$ cat src/rtl/rsi_pkg.sv
// rsi_pkg: widths, register codes and pipeline stage types for the
// ray/sphere intersection block. No dependencies.
package rsi_pkg;

  localparam int CW = 32;                 // coordinate width
  localparam int FB = 16;                 // fraction bits
  localparam int T_W = CW - 1;            // distance / radius width
  localparam int E_W = CW + 1;            // origin minus centre
  localparam int A_W = 2 * CW;            // d.d
  localparam int H_W = 2 * CW + 2;        // d.e, signed
  localparam int HABS_W = H_W - 1;
  localparam int C_W = 2 * CW + 3;        // e.e - r*r, signed
  localparam int CP_W = C_W - 1;          // positive part of C
  localparam int HL_W = HABS_W - CW;      // low split of |H|
  localparam int CL_W = CP_W / 2;         // low split of C
  localparam int AL_W = A_W / 2;          // low split of A
  localparam int P_W = 2 * HABS_W;        // H*H and A*C
  localparam int ROOT_W = (P_W + 2) / 2;  // one root bit per cell
  localparam int SQ_IN_W = 2 * ROOT_W;
  localparam int REM_W = ROOT_W + 3;
  localparam int Q_W = ROOT_W + 1;
  localparam int DIV_W = Q_W + T_W;       // den << T_W fits
  localparam logic [T_W-1:0] T_MAX = '1;
  localparam int ADDR_W = 4;

  typedef enum logic [1:0] {
    REG_CENTRE_X,
    REG_CENTRE_Y,
    REG_CENTRE_Z,
    REG_RADIUS
  } reg_idx_t;

  typedef struct packed {
    logic                valid;
    logic                ok;
    logic [HABS_W-1:0]   habs;
    logic [A_W-1:0]      a;
    logic [CP_W-1:0]     cp;
    logic [SQ_IN_W-1:0]  rad;
    logic [REM_W-1:0]    rem;
    logic [ROOT_W-1:0]   root;
  } sq_stage_t;

  typedef struct packed {
    logic              valid;
    logic              ok;
    logic              sat;
    logic [DIV_W-1:0]  rem;
    logic [DIV_W-1:0]  den;
    logic [T_W-1:0]    quot;
  } div_stage_t;

endpackage

$ cat src/rtl/rsi_div_cell.sv
// rsi_div_cell: one quotient bit of a restoring divider; the divisor
// arrives pre-shifted and moves right one place per cell. Depends on rsi_pkg.
module rsi_div_cell (
  input  logic                 clk,
  input  logic                 rst_n,
  input  rsi_pkg::div_stage_t  stage_i,
  output rsi_pkg::div_stage_t  stage_o
);

  rsi_pkg::div_stage_t stage_r, stage_nxt;
  logic ge;

  always_comb begin
    ge = (stage_i.rem >= stage_i.den);
    stage_nxt = stage_i;
    stage_nxt.valid = rst_n && stage_i.valid;
    stage_nxt.rem = ge ? (stage_i.rem - stage_i.den) : stage_i.rem;
    stage_nxt.den = stage_i.den >> 1;
    stage_nxt.quot = {stage_i.quot[rsi_pkg::T_W-2:0], ge};
  end

  always_ff @(posedge clk) begin
    stage_r <= stage_nxt;
  end

  assign stage_o = stage_r;

endmodule
$ cat config.mk
export PLATFORM = sky130hd
export DESIGN_NAME = rsi_div_cell
export DESIGN_NICKNAME = d
export VERILOG_FILES = /design/src/rtl/rsi_pkg.sv /design/src/rtl/rsi_div_cell.sv
export SDC_FILE = /design/constraint.sdc
export NUM_CORES = 1
export LEC_CHECK = 0
export BUFFER_PORTS_ARGS = -buffer_cell sky130_fd_sc_hd__buf_2
export CAP_MARGIN = 20
export CORE_AREA = 5 5 176 178
export DETAILED_ROUTE_END_ITERATION = 12
export DIE_AREA = 0 0 181 183
export GPL_TIMING_DRIVEN = 0
export PLACE_DENSITY = 0.74
export SLEW_MARGIN = 0
export SYNTH_ARGS = -nofsm -noshare
export SYNTH_HDL_FRONTEND = slang
export SYNTH_SLANG_ARGS = --single-unit
$ cat constraint.sdc
create_clock -name clk -period 10.1 [get_ports clk]
set_clock_uncertainty 0.05 [all_clocks]
set_input_delay 0 -clock clk [delete_from_list [all_inputs] [get_ports clk]]
set_output_delay 0 -clock clk [all_outputs]
set_load 0.01 [all_outputs]
Word-level counts from Yosys, hierarchy flattened
Index checks and enable logic that the tools add are counted.

Output and inout port bits: 230. Logic and storage cells: 10. Input port bits: 232. Register bits: 229.

Muxes and demuxes: 1. Add/subtract/negate cells: 1. Reduce and logical (&&, ||, !) cells: 1. Magnitude comparators: 1.

Operator list (count): >= comparator 98 bit (1); 2-to-1 mux 98 bit (1); subtractor 98 bit (1); logical AND 1 bit (1).

Longest topological paths before layout
Depth in word-level cells: 2. Mapped depth: 17.

Least setup slack after synthesis
No wires, ideal clock.

Path type: in2reg. From: input port stage_i[118] (netlist name). To: register stage_r (netlist bit stage_o[139]). Data required time: 9927 ps. Path slack: 6843 ps. Buffers on the path: 2. Stages on the path: 14. Library setup time: 123 ps. Arrival: 3084 ps. Path through: inv_1 -> ha_1 -> buf_2 -> inv_2 -> nor3_2 -> nand3_1 -> or4b_1 -> or3_1 -> nand4b_1 -> o31a_1 -> o21a_1 -> a31oi_2 -> buf_4 -> mux2_1.

RTL lines: from (decl) (RTL line rsi_div_cell.sv:6) `input rsi_pkg::div_stage_t stage_i,`; to (signal assigned) (RTL line rsi_div_cell.sv:23) `stage_r <= stage_nxt;`; to (decl) (RTL line rsi_div_cell.sv:10) `rsi_pkg::div_stage_t stage_r, stage_nxt;`.

==> summary.md <==
| Metric | Value |
|---|---|
| Outcome | `complete, no violations` |
| Final-stage net count | `2,563` |
| Root Buffer | `clkbuf_16` |
| Synthesis-to-finish area growth | `48.2%` |
| Clock share of power | `31.8%` |
| Worst Setup End Kind | `flop` |
| Mapped Area | `12,300 µm²` |
| Slew HR | `31.3%` |
| Hpwl dp | `36,600 µm` |
| Register area share after synthesis | `37.3%` |
| First-pass detailed-route iteration total | `6` |
| Hold buffers post-CTS | `231` |
| Cells after synthesis | `1,515` |
| Maxcap violations | `0` |
| Total power draw | `2.84 mW` |
| First-pass GRT wire length | `77,800 µm` |
| P_sw | `0.930 mW` |
| Via Count | `14,090` |
| Switching Share | `32.7%` |
| Largest net degree at the start of global routing | `15` |
| Slew Viols, Final | `0` |
| Clock Pin Slew Worst Setup and Hold Paths | `0.07 ns` |
| Drt total wl | `50,500 µm` |
| Final Core Density | `62.2%` |
| Cell taking the most area after synthesis | `dfxtp_1` |
| Core box area | `29,200 µm²` |
| Worst hold margin | `0.0701 ns` |
| Synth unique cells | `60` |
| Largest cells by area after synthesis | `dfxtp_1 (37%), ha_1 (10%), a21oi_1 (9.5%)` |
| Max FFs per register | `229` |
| Vias in the first global route | `14,542` |
| Share of power burned in registers | `36.4%` |
| Total track usage | `28.7%` |
| Die ar. | `33,100 µm²` |
| H-tree depth | `1` |
| WP data arrival | `5.47 ns` |
| Worst-path fanout max | `10` |
| Worst Hold End | `stage_o[66]` |
| Leak | `8.62 nW` |
| WS Path Type | `in -> reg` |
| F_max | `196 MHz` |
| Combinational share of power | `31.7%` |
| YS warnings | `0` |
| Final min period | `5.11 ns` |
| IO Count | `462` |
| Power density over the cells | `156 nW/µm²` |
| Asr flop ratio synth | `0%` |
| TNS Setup | `0 ns` |
| Highest ir drop seen on vdd | `0.130 mV` |
| Vias per cell | `5.33` |
| Worst setup SP type | `primary input` |
| Hold_sp | `stage_i[67]` |
| RSZ-0062 raised after global routing | `false` |
| Final GP Congestion | `0.932` |
| CTS buffer count | `24` |
| Avg Inst Size Synth | `8.10 µm²` |
| Syn Nets | `1,846` |
| Top cell type's share of synthesized area | `37.3%` |
| CTS tree | `done` |
| Die width | `181 µm` |
| Die Height | `183 µm` |
| Post-synth top flop | `dfxtp_1` |
| Final hold viol count | `0` |
| Final worst-path cycle share | `50.5%` |
| PostCTS Resize Cnt | `0` |
| Setup Viol. Count Final | `0` |
| Worst EP required | `10.46 ns` |
| Antenna viol nets, final | `0` |
| DRT iter0 DRCs | `1,032` |
| Num rows | `63` |
| Clock Tree Buf Depth | `3` |
| Cell-internal power | `1.92 mW` |
| Post CTS Setup Buffer Count | `0` |
| Layout cell share with drive strength beyond 1 | `24.0%` |
| Worst Tran Pin Value | `1.01 ns` |
| Seq cells post-synth | `229` |
| DRC viols | `0` |
| CTS sink count | `229` |
| Filler cell count | `2,313` |
| Initial antenna violation count | `2` |
| WL per Instance | `19.1 µm` |
| Initial Utilization | `42.0%` |
| Gr ovfl total | `0` |
| Hold path depth | `2` |
| Number of synthesized flops with an enable pin | `0` |
| Hold Path Class | `in -> reg` |
| Port bufs | `459` |
[area by class of cell]
| type | instances | area, µm² | area share (%) |
|---|---|---|---|
| Antenna cell | 4 | 10.0 | 0.0550 |
| Buffer | 70 | 323 | 1.77 |
| Clock buffer | 34 | 699 | 3.84 |
| Clock inverter | 10 | 110 | 0.605 |
| Inverter | 143 | 537 | 2.95 |
| Multi-Input combinational cell | 1073 | 6830 | 37.5 |
| Sequential cell | 229 | 4580 | 25.2 |
| Tap cell | 390 | 488 | 2.68 |
| Timing Repair Buffer | 691 | 4610 | 25.4 |
[critical path, cell delays in order]
cell and delay [ns]:
dlygate4sd3_1 0.54, buf_2 0.12, inv_1 0.06, ha_1 0.21, inv_1 0.10, fa_1 0.22
a21oi_1 0.12, o211ai_1 0.28, a31o_2 0.23, a21oi_1 0.22, o211a_1 0.33, o221a_2 0.36
o211ai_1 0.58, nand2_1 0.16, a31oi_2 0.54, buf_4 0.36, buf_2 0.30, a21oi_1 0.13
dlygate4sd3_1 0.60
[metal layers]
metal / up-vias / GRT usage (%) / wire, µm / share of wire [%]
met2: 745 / 53.0 / 25600 / 51
li1: 6691 / - / - / -
met5: - / 0 / 0 / 0
met3: 128 / 5.85 / 4030 / 8.0
met1: 6526 / 33.2 / 19300 / 38
met4: 0 / 9.37 / 1660 / 3.3
[cell usage after synthesis (all sizes together), types with 9 or more instances]
master / n
nand4: 50
mux2: 20
dfxtp: 229
nand2: 114
a211oi: 10
o21bai: 35
nor2: 146
a21o: 26
buf: 25
nor3: 21
xnor2: 65
nand3: 14
nand2b: 9
ha: 98
o21a: 16
a31oi: 14
a21oi: 234
xor2: 27
clkbuf: 45
inv: 143
o21ai: 82
[cells in the final DEF (no fill, tap or decap), types with 65 or more instances in the layout]
| master | n |
|---|---|
| ha_1 | 98 |
| nor2_1 | 146 |
| nand2_1 | 114 |
| xnor2_1 | 65 |
| dfxtp_1 | 229 |
| buf_2 | 475 |
| inv_1 | 141 |
| o21ai_0 | 82 |
| a21oi_1 | 234 |
| dlygate4sd3_1 | 231 |
[stage by stage]
stage	worst slack, ns	cells	cell area (µm²)
floorplan	6.84	1515	12300
global placement	5.41	2364	15100
detailed placement	5.55	2365	15100
CTS	5.10	2640	18200
global route	4.80	2642	18200
finish	4.99	2644	18200
[how the worst max path moves through the flow]
stage                       from            to  slack (ns)  cells past startpoint
floorplan           stage_i[118]  stage_o[139]        6.84                     14
global placement    stage_i[129]  stage_o[221]        5.41                     16
detailed placement  stage_i[129]  stage_o[221]        5.55                     16
CTS                 stage_i[126]  stage_o[141]        5.10                     16
global route        stage_i[126]  stage_o[141]        4.80                     16
finish              stage_i[129]  stage_o[141]        4.99                     19
[cells by family after synthesis]
kind of cell	after synthesis	share of synthesized area [%]
adders and majority gates	99	10.1
muxes	21	1.92
AOI/OAI and AO/OA	469	22.5
DFF	229	37.3
other	1	0.0305
xor gates and xnor gates	92	6.56
buffers and inverters	213	7.00
and+or+nand+nor	391	14.5
[power by group through the flow]
stage	Combinational, mW	Clock (mW)	Sequential, mW
3_5_place_dp	0.796	0	1.05
4_1_cts	0.877	0.916	1.03
3_3_place_gp	0.788	0	1.05
2_1_floorplan	0.431	0	1.11
6_report	0.903	0.906	1.04
5_1_grt	0.976	0.963	1.04
No activity file was read; power rests on OpenSTA's default activity.
