## src/rtl/rsi_pkg.sv

```systemverilog
// rsi_pkg: widths, register codes and pipeline stage types for the
// ray/sphere intersection block. No dependencies.
package rsi_pkg;

  localparam int CW = 32;                 // coordinate width
  localparam int FB = 16;                 // fraction bits
  localparam int T_W = CW - 1;            // distance / radius width
  localparam int E_W = CW + 1;            // origin minus centre
  localparam int A_W = 2 * CW;            // d.d
  localparam int H_W = 2 * CW + 2;        // d.e, signed
  localparam int HABS_W = H_W - 1;
  localparam int C_W = 2 * CW + 3;        // e.e - r*r, signed
  localparam int CP_W = C_W - 1;          // positive part of C
  localparam int HL_W = HABS_W - CW;      // low split of |H|
  localparam int CL_W = CP_W / 2;         // low split of C
  localparam int AL_W = A_W / 2;          // low split of A
  localparam int P_W = 2 * HABS_W;        // H*H and A*C
  localparam int ROOT_W = (P_W + 2) / 2;  // one root bit per cell
  localparam int SQ_IN_W = 2 * ROOT_W;
  localparam int REM_W = ROOT_W + 3;
  localparam int Q_W = ROOT_W + 1;
  localparam int DIV_W = Q_W + T_W;       // den << T_W fits
  localparam logic [T_W-1:0] T_MAX = '1;
  localparam int ADDR_W = 4;

  typedef enum logic [1:0] {
    REG_CENTRE_X,
    REG_CENTRE_Y,
    REG_CENTRE_Z,
    REG_RADIUS
  } reg_idx_t;

  typedef struct packed {
    logic                valid;
    logic                ok;
    logic [HABS_W-1:0]   habs;
    logic [A_W-1:0]      a;
    logic [CP_W-1:0]     cp;
    logic [SQ_IN_W-1:0]  rad;
    logic [REM_W-1:0]    rem;
    logic [ROOT_W-1:0]   root;
  } sq_stage_t;

  typedef struct packed {
    logic              valid;
    logic              ok;
    logic              sat;
    logic [DIV_W-1:0]  rem;
    logic [DIV_W-1:0]  den;
    logic [T_W-1:0]    quot;
  } div_stage_t;

endpackage

```

## src/rtl/rsi_sqrt_cell.sv

```systemverilog
// rsi_sqrt_cell: one bit of a digit-by-digit integer square root.
// Depends on rsi_pkg.
module rsi_sqrt_cell (
  input  logic                clk,
  input  logic                rst_n,
  input  rsi_pkg::sq_stage_t  stage_i,
  output rsi_pkg::sq_stage_t  stage_o
);

  rsi_pkg::sq_stage_t stage_r, stage_nxt;
  logic [rsi_pkg::REM_W-1:0] cur, trial;
  logic ge;

  always_comb begin
    cur = {stage_i.rem[rsi_pkg::REM_W-3:0],
           stage_i.rad[rsi_pkg::SQ_IN_W-1 -: 2]};
    trial = rsi_pkg::REM_W'({stage_i.root, 2'b01});
    ge = (cur >= trial);
    stage_nxt = stage_i;
    stage_nxt.valid = rst_n && stage_i.valid;
    stage_nxt.rad = stage_i.rad << 2;
    stage_nxt.rem = ge ? (cur - trial) : cur;
    stage_nxt.root = {stage_i.root[rsi_pkg::ROOT_W-2:0], ge};
  end

  always_ff @(posedge clk) begin
    stage_r <= stage_nxt;
  end

  assign stage_o = stage_r;

endmodule

```

## config.mk

```make
export PLATFORM = sky130hd
export DESIGN_NAME = rsi_sqrt_cell
export DESIGN_NICKNAME = d
export VERILOG_FILES = /design/src/rtl/rsi_pkg.sv /design/src/rtl/rsi_sqrt_cell.sv
export SDC_FILE = /design/constraint.sdc
export NUM_CORES = 1
export LEC_CHECK = 0
export ABC_AREA = 1
export BUFFER_PORTS_ARGS = -buffer_cell sky130_fd_sc_hd__buf_2
export CAP_MARGIN = 20
export CORE_AREA = 2 2 358 360
export CTS_CLUSTER_SIZE = 20
export DETAILED_ROUTE_END_ITERATION = 12
export DIE_AREA = 0 0 360 362
export PLACE_DENSITY = 0.33
export SYNTH_ARGS = -nofsm -noshare
export SYNTH_HDL_FRONTEND = slang
export SYNTH_SLANG_ARGS = --single-unit
```

## constraint.sdc

```tcl
create_clock -name clk -period 3.5 [get_ports clk]
set_input_delay 0.525 -clock clk [delete_from_list [all_inputs] [get_ports clk]]
set_output_delay 0.525 -clock clk [all_outputs]
set_load 0.02 [all_outputs]
```

# Yosys cells after proc, flatten, opt, wreduce, memory -nomap -nowiden
# Cells that the tools add are included.
# totals
reg_bits	462
latchBits	0
mem_bits_rw	0
rom_bits	0
output_inout_bits	464
word_cells	12
mem_count	0
# op_classes
addsub	1
n_mul	0
div	0
magnitude_cmp	1
n_eq_ne	0
n_shift	0
muxes	1
n_bitwise	0
reduce_logical	1
# op_table
cell	n
$ge A69 B68 Y1	1
$mux W69	1
$sub A69 B68 Y69	1
$logic_and A1 B1 Y1	1

# Depth between registers and ports, before layout
# Gate-level depths: netlist (run 1).
# depth
ltp_word	2
ltp_mapped	19
mapped_depth_nobuf	17

# Worst setup path after synthesis (run 1)
# OpenSTA, ideal clock, no wires.
# synth_path
path_type	input to register
start	in stage_i[17] (netlist name)
end	reg stage_r, in the netlist stage_o[74]
setup_ps	112
arrival_ps	2145
required_time_ps	3388
setup_slack_ps	1243
stages	17
path_cell_list	inv_1 -> ha_1 -> nand2_2 -> nor2_2 -> nand2_2 -> nor2_1 -> nand2_1 -> nand3_2 -> nand2_1 -> nand2_1 -> nand3_1 -> nand2_4 -> inv_2 -> buf_6 -> buf_8 -> nand2_1 -> nand2_1
# synth_lines
element	line_no	text
start, declared	rsi_sqrt_cell.sv:6	input rsi_pkg::sq_stage_t stage_i,
end signal, assigned	rsi_sqrt_cell.sv:27	stage_r <= stage_nxt;
end, declared	rsi_sqrt_cell.sv:10	rsi_pkg::sq_stage_t stage_r, stage_nxt;

==> results of run 1 <==
==> cells by family (layout without fill, tap and decap cells) <==
family	count (synthesis)	after routing
adders and majority gates	68	68
xor gates and xnor gates	36	36
other	1	21
buffers and inverters	367	1813
AOI/OAI and AO/OA	118	118
DFF	462	462
and+or+nand+nor	966	966
==> how the worst max path moves through the flow <==
stage	to	slack, ns
floorplan	stage_o[74]	1.24
global placement	stage_o[92]	0.36
detailed placement	stage_o[92]	0.36
CTS	stage_o[92]	0.46
global route	stage_o[83]	0.20
finish	stage_o[92]	0.39
==> cell usage after synthesis (11+ instances only) <==
cell type,count,area share (%)
a21oi_1,74,2.3
nand4_1,14,0.53
ha_1,68,5.2
buf_2,11,0.34
nand2_1,706,16
o21bai_1,11,0.50
inv_1,347,8.0
nand3_1,75,2.3
nand3b_1,13,0.60
dfxtp_1,462,56
o21ai_0,25,0.76
nor2_1,122,2.8
xor2_1,34,1.8
nor3_1,13,0.40
==> metal layers <==
metal,vias to the layer above,share of wire (%),track usage (%)
met1,8347,38,21.61
met2,691,48,34.75
met3,204,11,10.09
met5,-,0.19,0
met4,40,2.8,4.647
li1,8936,-,-
==> area by class of cell <==
type,count,area [sq um],share of cell area (%)
clock inverter,30,420.4,1.429
multi-input combinational,1190,5700,19.38
tap,1662,2079,7.070
clock buffer,83,1739,5.913
antenna,19,47.55,0.1616
inverter,351,1318,4.479
timing repair buffer,1349,8861,30.12
sequential,462,9249,31.44
==> what timing repair did <==
action / 4_1_cts / 5_1_grt
hold buffers: 389 / 0
setup endpoints to repair: 0 / 0
hold endpoints to repair: 389 / 0
==> report_power, final <==
group	total, mW	switching (mW)	internal, mW
logic	3.38	2.19	1.19
registers	5.79	0.129	5.67
clock network	6.85	2.71	4.14
==> critical path: stages <==
cell and delay (ns):
dlygate4sd3_1 0.64, buf_2 0.15, inv_1 0.05, ha_1 0.40
nand2_1 0.20, inv_1 0.06, a21oi_1 0.25, nand2_1 0.17
o21bai_1 0.21, inv_1 0.06, nand2_1 0.12, nand3_1 0.15
nand2_4 0.10, inv_2 0.10, buf_4 0.30, nand2_1 0.08
nand2_1 0.10
==> stage by stage <==
stage	cells	total power, mW	hold WS [ns]	setup WS [ns]	cell area (sq um)
finish	5146	16.03	0.05209	0.3948	29410
global route	5136	16.78	0.01169	0.1970	29390
global placement	4625	8.964	0.6281	0.3581	23310
CTS	5127	16.38	0.006684	0.4563	29370
detailed placement	4625	8.941	0.6286	0.3644	23310
floorplan	2019	7.323	0.5527	1.243	16380
==> results.py, run 1 <==
metrics = {
    "run_status": {
        "outcome": "completed",
    },
    "global_route": {
        "grt_overflow": 0,
        "grtUsageTotal_pct": 20.02,
        "grt_pass1_vias": 18634,
        "grt_first_pass_wirelength_um": 172900,
        "antenna_found_initial": 79,
        "grt_max_degree": 25,
    },
    "critical_path": {
        "crit_type": "in -> reg",
        "startpoint_type": "input port",
        "cp_max_fo": 24,
        "worstPathArrival_ns": 3.69,
        "cp-end-kind": "flop",
        "crit_start": "stage_i[33]",
        "required_ns": 4.09,
    },
    "power_and_ir_drop": {
        "peakVddDrop_mv": 0.3590,
        "power.density_nw_per_um2": 545.0,
        "power.leakage_nw": 15.27,
    },
    "cts": {
        "htreeDepth": 2,
        "cts_tree": "done",
        "clockBufferDepth": 3,
        "cts.repair.resized": 0,
        "post_cts_buffers": 0,
        "cts_root_buffer": "clkbuf_16",
        "clkTransAtPathRegs_ns": 0.06,
        "cts_buffers": 61,
        "clock-sinks": 462,
    },
    "timing": {
        "finalHoldViolations": 0,
        "rsz0062_at_grt": "false",
        "setup_viol_count_final": 0,
        "drv_slew": 0,
        "relSlewSlack_pct": 66.59,
        "period_needed_ns": 3.105,
        "max_freq_mhz": 322.0,
        "fin_crit_sh_pct": 88.72,
        "setup_tns_ns": 0,
        "worst_pin_slew_ns": 0.4959,
    },
    "synthesis": {
        "netlist_area_sq_um": 16370,
        "ys_warn_count": 0,
        "synth_seq_cells": 462,
        "seq_area_frac_synth_pct": 56.48,
        "synthMuxAreaShare_pct": 0,
        "async_reset_ff_share_pct": 0,
        "syn-instance-count": 2018,
        "synth_fa_ha_area_share_pct": 5.196,
        "avgSynthCellArea_sq_um": 8.114,
        "postSynth.topFlopCell": "dfxtp_1",
        "synth_edf_count": 0,
        "synth_compound_area_share_pct": 3.859,
        "synth-simple-area-share_pct": 23.79,
        "synth.distinct_cells": 33,
        "synth_top_family_by_area": "simple AND/OR/NAND/NOR gates",
        "synth_xor_area_share_pct": 1.926,
    },
    "placed_design": {
        "dp_hpwl_um": 118800,
        "port_buffers": 925,
        "gp_congestion": 0.9017,
    },
    "floorplanning": {
        "ios": 930,
        "die_area_sq_um": 130300,
        "rows": 131,
        "die_h_um": 362,
        "core_area_sq_um": 126700,
        "die_x_um": 360,
        "start_util_pct": 12.92,
    },
    "finish": {
        "n_fill_cell": 14381,
        "final_cell_mix": "925 x buf_2, 706 x nand2_1, 462 x dfxtp_1, 389 x dlygate4sd3_1, 347 x inv_1",
        "largest_reg_flops": 462,
        "layout_commonest_cell": "buf_2",
        "final_core_util_pct": 23.22,
        "nets": 3949,
        "area_growth_pct": 79.64,
        "layout-drive-gt1-share_pct": 31.31,
    },
    "min_path": {
        "min_from": "stage_i[29]",
        "holdPathStages": 1,
        "holdCritPathClass": "in -> reg",
        "whs_endpoint": "stage_o[30]",
    },
    "drt": {
        "firstDrtPassIters": 5,
        "vias": 18218,
        "drtAntennaViolNets": 0,
        "vias_per_cell": 3.540,
        "drc": 0,
        "drt_wl_total_um": 135000,
        "drtIter0Drc": 777,
        "wl_per_cell_um": 26.24,
    },
    "job": {
        "max_cap_violations": 0,
    },
}
Note: power is estimated with default switching activity, not from simulation.
==> run 2, diff against run 1 <==
- ABC_AREA: 1 -> default
- CORE_AREA: 2 2 358 360 -> 2 2 362 364
- DIE_AREA: 0 0 360 362 -> 0 0 364 366
- PLACE_DENSITY: 0.33 -> 0.31
==> results.py, run 2 <==
metrics = {
    "run_status": {
        "outcome": "completed",
    },
    "timing": {
        "setup_viol_count_final": 0,
        "fin_crit_sh_pct": 96.16,
        "period_needed_ns": 3.366,
        "finalHoldViolations": 0,
        "hold_ws_ns": 0.06458,
        "setup_tns_ns": 0,
        "max_freq_mhz": 297.1,
        "relSlewSlack_pct": 64.06,
        "worst_pin_slew_ns": 0.5335,
        "setup_ws_ns": 0.1343,
        "drv_slew": 0,
    },
    "global_route": {
        "grt_overflow": 0,
        "grt_first_pass_wirelength_um": 144700,
        "antenna_found_initial": 57,
        "grtUsageTotal_pct": 15.94,
        "grt_pass1_vias": 16652,
        "grt_max_degree": 18,
    },
    "synthesis": {
        "yosysTopAreaCell": "dfxtp_1",
        "synth.distinct_cells": 63,
        "seq_area_frac_synth_pct": 62.12,
        "netlist_area_sq_um": 14890,
        "postSynth.topFlopCell": "dfxtp_1",
        "synth_compound_area_share_pct": 10.93,
        "netlist.area_leader.share_pct": 62.12,
        "synthTopCellsByCount": "462 x dfxtp_1, 90 x a21oi_1, 87 x inv_1",
        "synth-simple-area-share_pct": 8.379,
        "avgSynthCellArea_sq_um": 11.47,
        "async_reset_ff_share_pct": 0,
        "synthMostInstantiatedCell": "dfxtp_1",
        "synthMuxAreaShare_pct": 5.311,
        "synth_edf_count": 0,
        "synth_seq_cells": 462,
        "ys_top_cells_by_area": "dfxtp_1 62%, ha_1 5.7%, mux2_4 4.9%",
        "syn-instance-count": 1298,
        "synth_xor_area_share_pct": 3.589,
        "ys_warn_count": 0,
        "synth_fa_ha_area_share_pct": 5.715,
        "synth_top_family_by_area": "compound AO/OA/AOI/OAI gates",
    },
    "job": {
        "max_cap_violations": 0,
    },
    "drt": {
        "vias": 15720,
        "firstDrtPassIters": 5,
        "drc": 0,
        "vias_per_cell": 3.382,
        "drtIter0Drc": 533,
        "drt_wl_total_um": 110800,
        "drtAntennaViolNets": 0,
        "wl_per_cell_um": 23.84,
    },
    "power_and_ir_drop": {
        "power.density_nw_per_um2": 547.1,
        "total_power_mw": 15.99,
        "peakVddDrop_mv": 0.3769,
        "power.leakage_nw": 13.85,
    },
    "placed_design": {
        "port_buffers": 925,
        "pre_cts_ws_ns": -0.4127,
        "dp_hpwl_um": 93940,
        "placed_cells": 4124,
        "placedInstanceArea_sq_um": 23010,
        "gp_congestion": 0.8655,
    },
    "cts": {
        "clockBufferDepth": 3,
        "cts_root_buffer": "clkbuf_16",
        "cts_tree": "done",
        "clock-sinks": 462,
        "cts_buffers": 61,
        "clkTransAtPathRegs_ns": 0.06,
        "htreeDepth": 2,
    },
    "critical_path": {
        "cp-end-kind": "flop",
        "cp_max_fo": 9,
        "worstPathArrival_ns": 3.91,
        "crit_type": "in -> reg",
        "startpoint_type": "input port",
        "required_ns": 4.05,
    },
    "finish": {
        "final_core_util_pct": 22.65,
        "fin_cells": 4648,
        "layout-drive-gt1-share_pct": 45.58,
        "layout_commonest_cell": "buf_2",
        "nets": 3371,
        "largest_reg_flops": 462,
        "area_growth_pct": 96.27,
        "fin_area_sq_um": 29220,
        "final_cell_mix": "925 x buf_2, 462 x dfxtp_1, 388 x dlygate4sd3_1, 199 x buf_4, 87 x inv_1",
    },
    "floorplanning": {
        "die_x_um": 364,
        "rows": 132,
        "ios": 930,
        "start_util_pct": 11.54,
        "die_h_um": 366,
        "die_area_sq_um": 133200,
        "core_area_sq_um": 129000,
    },
    "min_path": {
        "holdPathStages": 2,
        "min_from": "stage_i[463]",
        "whs_endpoint": "stage_o[463]",
        "holdCritPathClass": "in -> reg",
    },
}
run 2: power breakdown:
group	switching, mW	internal [mW]	leakage, nW
combinational	1.99	1.56	8.94
clock	2.70	3.92	1.01
sequential	0.129	5.68	3.90
run 2: repair_timing:
item / CTS / global route
setup buffers: 0 / 2
hold buffers: 388 / 0
endpoints found under the setup margin: 0 / 68
endpoints found under the hold margin: 388 / 0
gates resized for setup: 0 / 24
run 2: worst max path at each step:
| stage | startpoint | endpoint | slack (ns) |
|---|---|---|---|
| final | stage_i[40] | stage_o[70] | 0.13 |
| after global routing | stage_i[52] | stage_o[70] | -0.007 |
| after CTS | stage_i[15] | stage_o[130] | 0.009 |
| after detailed placement | stage_i[3] | stage_o[133] | -0.41 |
| after global placement | stage_i[3] | stage_o[133] | -0.47 |
| after floorplan | stage_i[19] | stage_o[101] | 0.30 |
run 2: cells by family (layout without fill, tap and decap cells):
logic type / after synthesis / in the layout
XOR/XNOR: 61 / 61
AO/OA/AOI/OAI: 262 / 262
adder cells (fa/ha/maj): 68 / 68
AND/OR/NAND/NOR: 259 / 259
multiplexers: 54 / 54
other: 1 / 23
flip-flops: 462 / 462
buffers and inverters: 131 / 1717
run 2: area by class of cell:
type | count | area, sq um
inverter | 88 | 337.8
tap | 1742 | 2180
timing repair buffer | 1518 | 10140
antenna | 21 | 52.55
clock buffer | 84 | 1743
clock inverter | 27 | 347.8
multi-input combinational | 706 | 5166
sequential | 462 | 9249
fill | 14204 | 99770
run 2: critical path, stage by stage:
cell           delay [ns]
dlygate4sd3_1        0.52
buf_2                0.16
inv_1                0.07
ha_2                 0.37
and2_1               0.16
nand3_1              0.13
or3_4                0.37
inv_1                0.06
nand4_1              0.21
o21ai_4              0.28
o2111ai_4            0.15
and2_4               0.22
inv_8                0.14
buf_16               0.18
mux2_2               0.34
run 2: per-layer routing:
metal	up-vias	wire (um)	track usage [%]
li1	7538	-	-
met1	7387	45060	18.67
met2	620	51370	26.60
met3	157	10450	6.127
met4	18	3806	4.963
met5	-	99	0
